**src/rtl/json_string_escaper_utf8_check_top_macros.svh**
```systemverilog
// Assertion macros for the JSON string escaper.
// Included by json_string_escaper_utf8_check_top; no other dependencies.
`ifndef JSON_STRING_ESCAPER_UTF8_CHECK_TOP_MACROS_SVH
`define JSON_STRING_ESCAPER_UTF8_CHECK_TOP_MACROS_SVH
`ifndef SYNTHESIS
`define JSE_ASSERT(label, clk, rst, prop) \
  label: assert property (@(posedge clk) disable iff (rst) prop) \
    else $error("jse: property violated");
`define JSE_NEVER(label, clk, rst, expr) \
  label: assert property (@(posedge clk) disable iff (rst) !(expr)) \
    else $error("jse: forbidden condition seen");
`else
`define JSE_ASSERT(label, clk, rst, prop)
`define JSE_NEVER(label, clk, rst, expr)
`endif
`endif

```
**src/rtl/jse_pkg.sv**
```systemverilog
// Shared types, character codes and helpers for the JSON string escaper.
// No dependencies; imported by every module of the block.
`default_nettype none
package jse_pkg;

  localparam logic OP_DATA = 1'b0;
  localparam logic OP_END  = 1'b1;

  localparam logic [7:0] CH_QUOTE  = 8'h22;
  localparam logic [7:0] CH_BSLASH = 8'h5C;
  localparam logic [7:0] CH_LF     = 8'h0A;
  localparam logic [7:0] CH_CR     = 8'h0D;
  localparam logic [7:0] CH_TAB    = 8'h09;
  localparam logic [7:0] CH_SPACE  = 8'h20;
  localparam logic [7:0] CH_N      = 8'h6E;
  localparam logic [7:0] CH_R      = 8'h72;
  localparam logic [7:0] CH_T      = 8'h74;
  localparam logic [7:0] CH_U      = 8'h75;
  localparam logic [7:0] CH_ZERO   = 8'h30;
  localparam logic [7:0] CH_QMARK  = 8'h3F;

  localparam logic [7:0] ASCII_END = 8'h80;
  localparam logic [7:0] CONT_LO   = 8'h80;
  localparam logic [7:0] CONT_HI   = 8'hBF;
  localparam logic [7:0] LEAD2_LO  = 8'hC2;
  localparam logic [7:0] LEAD2_HI  = 8'hDF;
  localparam logic [7:0] LEAD3_LO  = 8'hE0;
  localparam logic [7:0] LEAD3_HI  = 8'hEF;
  localparam logic [7:0] LEAD4_LO  = 8'hF0;
  localparam logic [7:0] LEAD4_HI  = 8'hF4;

  localparam int LEN_W = 4;

  typedef enum logic [2:0] {
    TAIL_NONE,
    TAIL_BYTE,
    TAIL_ESC,
    TAIL_UNI,
    TAIL_CLOSE
  } tail_t;

  // One queued work packet: everything the back end needs to emit an item.
  typedef struct packed {
    logic             open_q;
    logic [2:0]       n_q;
    logic [1:0]       n_held;
    logic [2:0][7:0]  held;
    tail_t            tail;
    logic [7:0]       ch;
    logic [LEN_W-1:0] len;
  } desc_t;

  function automatic logic [7:0] hex_digit(input logic [3:0] v);
    logic [7:0] r;
    if (v < 4'd10) begin
      r = CH_ZERO + {4'd0, v};
    end else begin
      r = 8'h41 + {4'd0, v - 4'd10};
    end
    return r;
  endfunction

endpackage
`default_nettype wire

```
**src/rtl/jse_front.sv**
```systemverilog
// Front end: accepts input items, tracks quote and UTF-8 sequence state,
// and turns each item that gives output into a work packet. Depends on jse_pkg.
`default_nettype none
module jse_front import jse_pkg::*; (
  input  logic       clk,
  input  logic       rst,
  input  logic       in_valid,
  output logic       in_ready,
  input  logic       op,
  input  logic [7:0] in_byte,
  input  logic       q_full,
  output logic       q_push,
  output desc_t      q_desc
);

  logic       quote_open;
  logic       quote_open_next;
  logic [1:0] bytes_needed;
  logic [1:0] bytes_needed_next;
  logic [1:0] bytes_held;
  logic [1:0] bytes_held_next;
  logic [7:0] held_bytes [3];
  logic       wr_en;
  logic [1:0] wr_idx;
  logic       accept;
  logic       is_cont;
  logic [LEN_W-1:0] tail_len;
  desc_t      d;

  assign in_ready = !q_full;
  assign accept   = in_valid && in_ready;
  assign is_cont  = (in_byte >= CONT_LO) && (in_byte <= CONT_HI);

  always_comb begin
    d                 = '0;
    d.open_q          = !quote_open;
    d.held[0]         = held_bytes[0];
    d.held[1]         = held_bytes[1];
    d.held[2]         = held_bytes[2];
    d.tail            = TAIL_NONE;
    d.ch              = in_byte;
    quote_open_next   = 1'b1;
    bytes_needed_next = bytes_needed;
    bytes_held_next   = bytes_held;
    wr_en             = 1'b0;
    wr_idx            = 2'd0;
    if (op == OP_END) begin
      d.n_q             = {1'b0, bytes_held};
      d.tail            = TAIL_CLOSE;
      quote_open_next   = 1'b0;
      bytes_needed_next = 2'd0;
      bytes_held_next   = 2'd0;
    end else if (bytes_needed != 2'd0 && is_cont) begin
      if (bytes_held >= bytes_needed) begin
        // sequence complete: release held bytes, then this one
        d.n_held          = bytes_held;
        d.tail            = TAIL_BYTE;
        bytes_needed_next = 2'd0;
        bytes_held_next   = 2'd0;
      end else begin
        wr_en           = 1'b1;
        wr_idx          = bytes_held;
        bytes_held_next = bytes_held + 2'd1;
      end
    end else begin
      // drop any broken sequence as '?', then treat the byte afresh
      d.n_q             = {1'b0, bytes_held};
      bytes_needed_next = 2'd0;
      bytes_held_next   = 2'd0;
      if (in_byte == CH_QUOTE || in_byte == CH_BSLASH) begin
        d.tail = TAIL_ESC;
      end else if (in_byte == CH_LF) begin
        d.tail = TAIL_ESC;
        d.ch   = CH_N;
      end else if (in_byte == CH_CR) begin
        d.tail = TAIL_ESC;
        d.ch   = CH_R;
      end else if (in_byte == CH_TAB) begin
        d.tail = TAIL_ESC;
        d.ch   = CH_T;
      end else if (in_byte < CH_SPACE) begin
        d.tail = TAIL_UNI;
      end else if (in_byte < ASCII_END) begin
        d.tail = TAIL_BYTE;
      end else if (in_byte >= LEAD2_LO && in_byte <= LEAD2_HI) begin
        wr_en             = 1'b1;
        bytes_held_next   = 2'd1;
        bytes_needed_next = 2'd1;
      end else if (in_byte >= LEAD3_LO && in_byte <= LEAD3_HI) begin
        wr_en             = 1'b1;
        bytes_held_next   = 2'd1;
        bytes_needed_next = 2'd2;
      end else if (in_byte >= LEAD4_LO && in_byte <= LEAD4_HI) begin
        wr_en             = 1'b1;
        bytes_held_next   = 2'd1;
        bytes_needed_next = 2'd3;
      end else begin
        d.tail = TAIL_BYTE;
        d.ch   = CH_QMARK;
      end
    end
  end

  always_comb begin
    case (d.tail)
      TAIL_BYTE:  tail_len = LEN_W'(1);
      TAIL_ESC:   tail_len = LEN_W'(2);
      TAIL_UNI:   tail_len = LEN_W'(6);
      TAIL_CLOSE: tail_len = LEN_W'(1);
      default:    tail_len = LEN_W'(0);
    endcase
  end

  always_comb begin
    q_desc     = d;
    q_desc.len = LEN_W'(d.open_q) + LEN_W'(d.n_q) + LEN_W'(d.n_held) + tail_len;
  end

  // items that only extend a pending sequence produce nothing
  assign q_push = accept && (q_desc.len != LEN_W'(0));

  always_ff @(posedge clk) begin
    if (rst) begin
      quote_open   <= 1'b0;
      bytes_needed <= 2'd0;
      bytes_held   <= 2'd0;
    end else if (accept) begin
      quote_open   <= quote_open_next;
      bytes_needed <= bytes_needed_next;
      bytes_held   <= bytes_held_next;
    end
  end

  always_ff @(posedge clk) begin
    if (accept && wr_en) begin
      case (wr_idx)
        2'd0:    held_bytes[0] <= in_byte;
        2'd1:    held_bytes[1] <= in_byte;
        default: held_bytes[2] <= in_byte;
      endcase
    end
  end

endmodule
`default_nettype wire

```
**src/rtl/jse_queue.sv**
```systemverilog
// Short packet queue between front and back ends.
// Depends on jse_pkg for the packet type.
`default_nettype none
module jse_queue import jse_pkg::*; #(
  parameter int DEPTH = 4
) (
  input  logic  clk,
  input  logic  rst,
  input  logic  push,
  input  desc_t din,
  input  logic  pop,
  output desc_t dout,
  output logic  full,
  output logic  empty
);

  localparam int PW = $clog2(DEPTH);
  localparam int CW = $clog2(DEPTH + 1);

  desc_t         slots [DEPTH];
  logic [PW-1:0] wr_ptr;
  logic [PW-1:0] rd_ptr;
  logic [CW-1:0] count;

  assign full  = (count == CW'(DEPTH));
  assign empty = (count == CW'(0));
  assign dout  = slots[rd_ptr];

  always_ff @(posedge clk) begin
    if (rst) begin
      wr_ptr <= '0;
      rd_ptr <= '0;
      count  <= '0;
    end else begin
      if (push) begin
        wr_ptr <= (wr_ptr == PW'(DEPTH - 1)) ? '0 : wr_ptr + PW'(1);
      end
      if (pop) begin
        rd_ptr <= (rd_ptr == PW'(DEPTH - 1)) ? '0 : rd_ptr + PW'(1);
      end
      if (push && !pop) begin
        count <= count + CW'(1);
      end else if (pop && !push) begin
        count <= count - CW'(1);
      end
    end
  end

  always_ff @(posedge clk) begin
    if (push) begin
      slots[wr_ptr] <= din;
    end
  end

endmodule
`default_nettype wire

```
**src/rtl/jse_back.sv**
```systemverilog
// Back end: expands the head packet into output bytes, one per cycle unless the
// output is stalled, into a registered output stage. Depends on jse_pkg.
`default_nettype none
module jse_back import jse_pkg::*; (
  input  logic       clk,
  input  logic       rst,
  input  desc_t      q_desc,
  input  logic       q_empty,
  output logic       q_pop,
  output logic       out_valid,
  input  logic       out_ready,
  output logic [7:0] out_char,
  output logic       run_last,
  output logic       string_done
);

  logic [LEN_W-1:0] idx;
  logic [LEN_W-1:0] o_end;
  logic [LEN_W-1:0] q_end;
  logic [LEN_W-1:0] h_end;
  logic [LEN_W-1:0] h_off;
  logic [LEN_W-1:0] t_off;
  logic [7:0]       elem;
  logic             elem_done;
  logic             elem_last;
  logic             load;

  assign o_end = LEN_W'(q_desc.open_q);
  assign q_end = o_end + LEN_W'(q_desc.n_q);
  assign h_end = q_end + LEN_W'(q_desc.n_held);
  assign h_off = idx - q_end;
  assign t_off = idx - h_end;

  always_comb begin
    elem      = CH_QUOTE;
    elem_done = 1'b0;
    if (idx < o_end) begin
      elem = CH_QUOTE;
    end else if (idx < q_end) begin
      elem = CH_QMARK;
    end else if (idx < h_end) begin
      case (h_off[1:0])
        2'd0:    elem = q_desc.held[0];
        2'd1:    elem = q_desc.held[1];
        default: elem = q_desc.held[2];
      endcase
    end else begin
      case (q_desc.tail)
        TAIL_BYTE: elem = q_desc.ch;
        TAIL_ESC:  elem = (t_off == LEN_W'(0)) ? CH_BSLASH : q_desc.ch;
        TAIL_UNI: begin
          case (t_off[2:0])
            3'd0:    elem = CH_BSLASH;
            3'd1:    elem = CH_U;
            3'd2:    elem = CH_ZERO;
            3'd3:    elem = CH_ZERO;
            3'd4:    elem = hex_digit(q_desc.ch[7:4]);
            default: elem = hex_digit(q_desc.ch[3:0]);
          endcase
        end
        TAIL_CLOSE: begin
          elem      = CH_QUOTE;
          elem_done = 1'b1;
        end
        default: elem = CH_QMARK;
      endcase
    end
  end

  assign elem_last = (idx == q_desc.len - LEN_W'(1));
  assign load      = !q_empty && (!out_valid || out_ready);
  assign q_pop     = load && elem_last;

  always_ff @(posedge clk) begin
    if (rst) begin
      out_valid <= 1'b0;
      idx       <= '0;
    end else if (load) begin
      out_valid <= 1'b1;
      idx       <= elem_last ? '0 : idx + LEN_W'(1);
    end else if (out_ready) begin
      out_valid <= 1'b0;
    end
  end

  always_ff @(posedge clk) begin
    if (load) begin
      out_char    <= elem;
      run_last    <= elem_last;
      string_done <= elem_done;
    end
  end

endmodule
`default_nettype wire

```
**src/rtl/json_string_escaper_utf8_check_top.sv**
```systemverilog
// JSON string escaper with UTF-8 check, top level.
// The first output byte of an item passes through the packet queue, then the registered output stage.
// One output byte per cycle unless stalled; an item of k bytes holds the back end until all k are out.
// Input is taken every cycle while the packet queue (QUEUE_DEPTH entries) has room.
// Reset clears quote state, the pending UTF-8 sequence, the queue and the output stage.
`default_nettype none
`include "json_string_escaper_utf8_check_top_macros.svh"
module json_string_escaper_utf8_check_top import jse_pkg::*; #(
  parameter int QUEUE_DEPTH = 4
) (
  input  logic       clk,
  input  logic       rst,
  input  logic       in_valid,
  output logic       in_ready,
  input  logic       op,
  input  logic [7:0] in_byte,
  output logic       out_valid,
  input  logic       out_ready,
  output logic [7:0] out_char,
  output logic       run_last,
  output logic       string_done
);

  desc_t push_desc;
  desc_t head_desc;
  logic  q_push;
  logic  q_pop;
  logic  q_full;
  logic  q_empty;

  jse_front u_front (
    .clk      (clk),
    .rst      (rst),
    .in_valid (in_valid),
    .in_ready (in_ready),
    .op       (op),
    .in_byte  (in_byte),
    .q_full   (q_full),
    .q_push   (q_push),
    .q_desc   (push_desc)
  );

  jse_queue #(
    .DEPTH (QUEUE_DEPTH)
  ) u_queue (
    .clk   (clk),
    .rst   (rst),
    .push  (q_push),
    .din   (push_desc),
    .pop   (q_pop),
    .dout  (head_desc),
    .full  (q_full),
    .empty (q_empty)
  );

  jse_back u_back (
    .clk         (clk),
    .rst         (rst),
    .q_desc      (head_desc),
    .q_empty     (q_empty),
    .q_pop       (q_pop),
    .out_valid   (out_valid),
    .out_ready   (out_ready),
    .out_char    (out_char),
    .run_last    (run_last),
    .string_done (string_done)
  );

  `JSE_NEVER(a_no_overflow, clk, rst, q_push && q_full)
  `JSE_NEVER(a_no_underflow, clk, rst, q_pop && q_empty)
  `JSE_ASSERT(a_close_is_last, clk, rst, out_valid && string_done |-> run_last)

endmodule
`default_nettype wire

```
**config.mk**
```make
export PLATFORM = sky130hd
export DESIGN_NAME = json_string_escaper_utf8_check_top
export DESIGN_NICKNAME = d
export VERILOG_FILES = /design/src/rtl/jse_pkg.sv /design/src/rtl/jse_front.sv /design/src/rtl/jse_queue.sv /design/src/rtl/jse_back.sv /design/src/rtl/json_string_escaper_utf8_check_top.sv
export VERILOG_INCLUDE_DIRS = /design/src /design/src/rtl
export SDC_FILE = /design/constraint.sdc
export NUM_CORES = 1
export LEC_CHECK = 0
export ABC_AREA = 1
export BUFFER_PORTS_ARGS = -buffer_cell sky130_fd_sc_hd__buf_4
export CORE_UTILIZATION = 30
export CTS_CLUSTER_SIZE = 20
export DETAILED_ROUTE_END_ITERATION = 12
export GPL_ROUTABILITY_DRIVEN = 0
export HOLD_SLACK_MARGIN = 0.12
export SLEW_MARGIN = 25
export SYNTH_ARGS = -nofsm -noshare
export SYNTH_HDL_FRONTEND = slang
export SYNTH_HIERARCHICAL = 1
export SYNTH_SLANG_ARGS = --single-unit
export TNS_END_PERCENT = 20
```
**constraint.sdc**
```tcl
create_clock -name clk -period 7 [get_ports clk]
set_clock_uncertainty 0.05 [all_clocks]
set_input_delay 0.35 -clock clk [delete_from_list [all_inputs] [get_ports clk]]
set_output_delay 0.35 -clock clk [all_outputs]
set_load 0.02 [all_outputs]
```
==> flow_metrics.env, run 1 <==
export IMPL_avgSynthCellArea_sq_um=10.9
export IMPL_grt_max_degree=67
export IMPL_viasPerCell=4.72
export IMPL_critPathRequiredTime_ps=7210
export IMPL_routed_wirelength_mm=22.9
export IMPL_post_drt_wl_per_cell_um=15.1
export IMPL_post_route_min_period_ps=4870
export IMPL_grt_use_total_pct=12.6
export IMPL_power_w=0.00627
export IMPL_num_vias=7141
export IMPL_synth_nets=1045
export IMPL_worstMarginPinSlew_ps=885
export IMPL_io_buffers=24
export IMPL_worstSetupPathType="reg -> reg"
export IMPL_power_leakage_nw=4.71
export IMPL_max_freq_mhz=205
export IMPL_num_rows=69
export IMPL_ant_nets=0
export IMPL_cts_setup_buffers=0
export IMPL_syn_instance_count=995
export IMPL_cts_resized=0
export IMPL_clock_sinks=233
export IMPL_cts_buffer_depth=3
export IMPL_grt_pass1_wl_mm=36.3
export IMPL_pwr_share_comb_pct=50.3
export IMPL_syn_to_final_growth_pct=14.2
export IMPL_async_reset_ff_share_pct=0
export IMPL_cp_start_kind="flip-flop"
export IMPL_worstRegToRegCells=20
export IMPL_core_area_sq_um=35500
export IMPL_synth_main_ff_cell="edfxtp_1"
export IMPL_status="finished clean"
export IMPL_drive_gt1_share_pct=10.6
export IMPL_hold_violations=0
export IMPL_root_buffer="clkbuf_16"
export IMPL_grt_overflow=0
export IMPL_final_nets=1084
export IMPL_io_pins=25
export IMPL_seqCellArea_sq_um=6810
export IMPL_design_die_area_sq_um=36800
export IMPL_worstPathArrival_ps=5080
export IMPL_fp_dieH_um=192
export IMPL_drv_slew=0
export IMPL_worstSetupEndpointType="flip-flop"
export IMPL_p_switching_w=0.00274
export IMPL_ys_ff_latch=233
export IMPL_die_w_um=192
export IMPL_synth_top_cell_area_share_pct=59.4
export IMPL_relSlewSlack_pct=41.0
export IMPL_yosysUniqueCellTypes=42
export IMPL_drt_initial_drc_count=521
export IMPL_ir_drop_mv=0.263
export IMPL_cts_clk_slew_worst_paths_ps=60
export IMPL_crit_path_end="u_back/out_char[1]"
export IMPL_tns_ps=0
export IMPL_synth_edff_count=214
export IMPL_post_route_drc_count=0
export IMPL_r2r_end="u_back/out_char[1]"
export IMPL_post_dp_cell_area_sq_um=11400
export IMPL_cts_max_level=1
export IMPL_cp_max_fo=46
export IMPL_insertion_delay_ps=510
export IMPL_r2r_slack_ps=2130
export IMPL_pwr_share_seq_pct=29.1
export IMPL_hold_class="in -> reg"
export IMPL_synth_area_sq_um=10800
export IMPL_nFillCells=3419
export IMPL_min_period_over_period_pct=69.5
export IMPL_setup_viol=0
export IMPL_antennaDiodeCount=0
export IMPL_cellPowerDensity_nw_per_um2=508
export IMPL_cts_buffers=24
export IMPL_cts_tree="built"
export IMPL_seq_area_frac_synth_pct=63.0
export IMPL_intPower_w=0.00353
export IMPL_first_pass_iters=5
export IMPL_start_util_pct=30.5
export IMPL_first_global_vias=6870
export IMPL_ys_warnings_count=6
export IMPL_rsz0062_at_grt="no"
export IMPL_p_sw_share_pct=43.8
export IMPL_dp_hpwl_mm=15.1
export IMPL_synth_largest_area_cell="edfxtp_1"
export IMPL_maxCapViolations=0
export IMPL_clkPwrFrac_pct=20.6
export IMPL_final_area_sq_um=12300
export IMPL_synth_area_leaders="edfxtp_1 59%, nand2_1 5.0%, nor2_1 4.8%, o21ai_1 4.1%, dfxtp_1 3.5%"
export IMPL_multiInputGateArea_sq_um=3370
export IMPL_antenna_found_initial=0
[power groups by stage]
stage | combinational (W) | sequential (W) | clock [W]
after detailed placement | 0.00314 | 0.00186 | 0
after floorplan | 0.00229 | 0.00188 | 0
final | 0.00315 | 0.00182 | 0.00129
after global placement | 0.00312 | 0.00185 | 0
after CTS | 0.00317 | 0.00183 | 0.00133
after global routing | 0.00354 | 0.00184 | 0.00138
[layout by cell type, fill, tap and decap left out, types with 2 or more instances in the layout]
master / n
xor2_1: 7
o21ai_1: 88
clkinv_4: 2
inv_6: 2
a21oi_4: 2
buf_4: 32
nand3_1: 46
clkinv_2: 5
xnor2_1: 8
nand2_1: 144
clkbuf_8: 2
nor2_2: 4
nand4_1: 10
bufinv_16: 3
fa_1: 7
nand3b_1: 2
nor3_1: 12
edfxtp_1: 214
a21oi_1: 34
nand3_2: 2
nor2_1: 137
nand2_2: 6
nand2_4: 3
inv_4: 2
o22ai_1: 45
inv_1: 94
dfxtp_1: 18
inv_2: 9
ha_1: 30
clkbuf_16: 25
o21ai_0: 19
clkinv_1: 3
nor2_4: 5
dlygate4sd3_1: 12
clkbuf_1: 3
[how the worst min path moves through the flow]
stage | from | end | depth (start not counted)
3_3_place_gp | u_front/quote_open | u_front/quote_open | 2
5_1_grt | in_valid | u_front/quote_open | 4
6_report | in_valid | u_front/quote_open | 4
4_1_cts | in_valid | u_front/quote_open | 4
2_1_floorplan | rst | u_back/out_valid | 1
3_5_place_dp | u_front/quote_open | u_front/quote_open | 2
[metrics by stage]
step	instances	setup WS [ps]	util, %	hold slack, ps
after floorplan	995	2570	-	369
after global placement	1457	2180	32.1	406
after detailed placement	1457	2140	32.1	411
after CTS	1513	2130	34.8	267
after global routing	1513	1710	34.8	296
final	1513	2130	34.8	276
[routing by layer]
metal  global-route usage, %  routed length (um)  up-vias
li1                        -                   -     3544
met1                    16.6               10700     3429
met2                    21.9               10900      143
met3                    1.64                 952       25
met4                    2.99                 352        0
met5                       0                   0        -
[critical path, stage by stage (launching register included)]
cell and delay (ps):
dfxtp_1 320, buf_4 450, clkinv_2 720, o21ai_1 300
o22ai_1 120, ha_1 220, ha_1 330, fa_1 510
inv_1 70, fa_1 520, inv_1 50, nand2_2 140
inv_1 120, nor2_4 160, inv_2 70, nor2_2 100
nand2_1 70, nand3_1 80, nand3_1 70, nand2_1 60
nand2_1 60
[sequential cells by signal, indices dropped and copies added (netlist names), named ones only]
signal,cells
u_queue/slots,180
u_queue/rd_ptr,2
u_front/held_bytes,24
u_back/out_char,8
u_back/string_done,1
u_queue/wr_ptr,2
u_queue/count,3
u_back/idx,4
u_back/run_last,1
u_back/out_valid,1
u_front/bytes_needed,2
u_front/quote_open,1
u_front/bytes_held,2
[cells by family after synthesis]
group,count (synthesis),synth area share (%)
compound gates,193,9.84
simple gates,378,15.3
xor+xnor,15,1.22
buf+inv,138,5.87
other cells,1,0.0347
fa+ha+maj,37,4.77
flops,233,63.0
[Yosys cell counts, types with 2 or more instances]
cell / n
nor2_1: 137
nor3_1: 12
a21oi_1: 34
nand2_4: 3
nand4_1: 10
o21ai_0: 19
nand2_2: 6
ha_1: 30
buf_4: 11
xor2_1: 7
nor2_4: 5
o21ai_1: 88
fa_1: 7
nor2_2: 4
edfxtp_1: 214
o22ai_1: 45
xnor2_1: 8
nand3_1: 46
inv_2: 7
buf_6: 7
nand3b_1: 2
nand3_2: 2
inv_1: 98
nand2_1: 144
a21oi_4: 2
dfxtp_1: 19
buf_2: 13
[final cells by class]
cell class	instances	share of cell area [%]
Timing Repair Buffer	44	2.92
Clock inverter	14	1.26
Clock buffer	30	5.38
Sequential cell	233	55.1
Inverter	107	3.34
Multi-Input combinational cell	624	27.3
Tap cell	461	4.67
[timing repair]
action,in CTS,in global routing
setup endpoints to repair,0,0
hold buffers,12,0
hold endpoints to repair,36,0
(Power assumes the default switching activity.)
==> run 2: changes to the inputs <==
Clock period 7 ns to 4.9 ns, I/O delays scaled along.
==> run 2 against run 1 <==
Net effect: critical path type unchanged; non-clock buffer count is 7 higher; wire length is 0.90% higher; utilization is 0.33 points higher; fmax is 9.6% higher.
==> flow_metrics.env, run 2 (synthesis gave the netlist of run 1 again) <==
export IMPL_status="finished clean"
export IMPL_regMostFlops="u_queue/slots"
export IMPL_post_route_min_period_ps=4440
export IMPL_grt_pass1_wl_mm=36.8
export IMPL_routed_wirelength_mm=23.1
export IMPL_max_freq_mhz=225
export IMPL_tns_ps=0
export IMPL_fp_dieH_um=192
export IMPL_final_cell_mix="214 x edfxtp_1, 144 x nand2_1, 137 x nor2_1"
export IMPL_power_w=0.00899
export IMPL_critPathLaunch="u_front/bytes_held[0]"
export IMPL_antennaDiodeCount=0
export IMPL_ant_nets=0
export IMPL_cts_buffers=25
export IMPL_io_buffers=24
export IMPL_hold_class="in -> reg"
export IMPL_intPower_w=0.00505
export IMPL_grt_max_degree=52
export IMPL_cts_max_level=1
export IMPL_place_inst=1463
export IMPL_r2r_slack_ps=460
export IMPL_cts_tree="built"
export IMPL_drt_initial_drc_count=470
export IMPL_clkPwrFrac_pct=20.8
export IMPL_min_period_over_period_pct=90.6
export IMPL_setup_viol=0
export IMPL_pwr_share_seq_pct=29.1
export IMPL_setup_ws_ps=460
export IMPL_p_switching_w=0.00394
export IMPL_pwr_share_comb_pct=50.2
export IMPL_worstPathArrival_ps=4800
export IMPL_viasPerCell=4.70
export IMPL_hold_violations=0
export IMPL_cp_start_kind="flip-flop"
export IMPL_grt_use_total_pct=12.8
export IMPL_layout_commonest_cell="edfxtp_1"
export IMPL_nFillCells=3440
export IMPL_insertion_delay_ps=510
export IMPL_p_sw_share_pct=43.8
export IMPL_rsz0062_at_grt="no"
export IMPL_cts_buffer_depth=3
export IMPL_num_vias=7153
export IMPL_die_w_um=192
export IMPL_grt_overflow=0
export IMPL_layout_cells_non_filler=1522
export IMPL_post_route_drc_count=0
export IMPL_power_leakage_nw=4.77
export IMPL_critPathRequiredTime_ps=5260
export IMPL_num_rows=69
export IMPL_first_pass_iters=4
export IMPL_root_buffer="clkbuf_16"
export IMPL_rr_startpoint="u_front/bytes_held[0]"
export IMPL_syn_to_final_growth_pct=15.3
export IMPL_core_area_sq_um=35500
export IMPL_worstMarginPinSlew_ps=970
export IMPL_cts_clk_slew_worst_paths_ps=60
export IMPL_place_ws_ps=529
export IMPL_design_die_area_sq_um=36800
export IMPL_min_from="in_valid"
export IMPL_dp_hpwl_mm=15.3
export IMPL_io_pins=25
export IMPL_post_drt_wl_per_cell_um=15.2
export IMPL_drv_slew=0
export IMPL_cellPowerDensity_nw_per_um2=721
export IMPL_ir_drop_mv=0.404
export IMPL_final_util_pct=35.1
export IMPL_largest_reg_flops=180
export IMPL_final_nets=1092
export IMPL_worstSetupEndpointType="flip-flop"
export IMPL_cp_max_fo=6
export IMPL_clock_sinks=233
export IMPL_largestRegisters="u_queue/slots: 180 flops, u_front/held_bytes: 24 flops, u_back/out_char: 8 flops"
export IMPL_start_util_pct=30.5
export IMPL_worstSetupPathType="reg -> reg"
export IMPL_maxCapViolations=0
export IMPL_relSlewSlack_pct=35.3
export IMPL_antenna_found_initial=0
export IMPL_first_global_vias=7051
export IMPL_drive_gt1_share_pct=11.6
[run 2: cell types whose count changed in the layout (fill, tap and decap cells not counted), sizes merged]
cell / before / now
buf: 32 / 38
clkbuf: 30 / 26
clkinv: 10 / 12
clkinvlp: 1 / 2
dlygate4sd3: 12 / 13
inv: 107 / 110
[run 2: power groups by stage]
stage	combinational (W)	clock, W	sequential, W
2_1_floorplan	0.00327	0	0.00269
3_3_place_gp	0.00447	0	0.00265
3_5_place_dp	0.00451	0	0.00266
4_1_cts	0.00455	0.00191	0.00262
5_1_grt	0.00504	0.00198	0.00264
6_report	0.00451	0.00187	0.00261
[run 2: through the flow]
stage	cell area [sq um]	hold WS, ps
floorplan	10800	264
global placement	11500	404
detailed placement	11500	408
CTS	12500	176
global route	12500	225
finish	12500	173
[run 2: final timing paths]
path	endpoint	cells past startpoint
worst min register to register	u_queue/slots[3][38]	0
worst max-delay path	u_queue/count[2]	25
worst min-delay path	u_front/bytes_held[0]	4
worst max register to register	u_queue/count[2]	25
[run 2: area by class of cell]
cell class | instances | area, sq um | share of cell area [%]
Sequential cell | 233 | 6810 | 54.6
Multi-Input combinational cell | 624 | 3370 | 27.1
Clock buffer | 26 | 629 | 5.05
Tap cell | 461 | 577 | 4.63
Timing Repair Buffer | 51 | 465 | 3.73
Inverter | 107 | 408 | 3.27
Clock inverter | 20 | 204 | 1.64
[run 2: what timing repair did]
action / CTS / global route
setup buffers: 0 / 0
resized for setup: 0 / 1
hold buffers: 13 / 0
setup endpoints to repair: 0 / 1
hold endpoints to repair: 40 / 0
[run 2: critical path: stages, from the launching register on]
cell and delay [ps]:
dfxtp_1 370, inv_1 100, ha_1 270, inv_1 60, nand2_1 40, nand2_1 50, nand2_1 100, inv_1 150
nor3_1 70, buf_4 150, fa_1 530, ha_1 150, inv_1 50, fa_1 370, xnor2_1 330, nor3_1 90
a21oi_1 380, ha_1 250, inv_1 70, fa_1 380, inv_1 70, nand2_1 60, nand3_1 70, nand2_1 50
inv_1 50, nor2_1 40
[run 2: routing by layer]
layer,part of all wire (%),track usage (%),routed length (um),up-vias
li1,-,-,-,3549
met1,46,16.6,10700,3421
met2,48,22.1,11100,150
met3,3.9,1.68,908,33
met4,1.7,3.51,391,0
met5,0,0,0,-
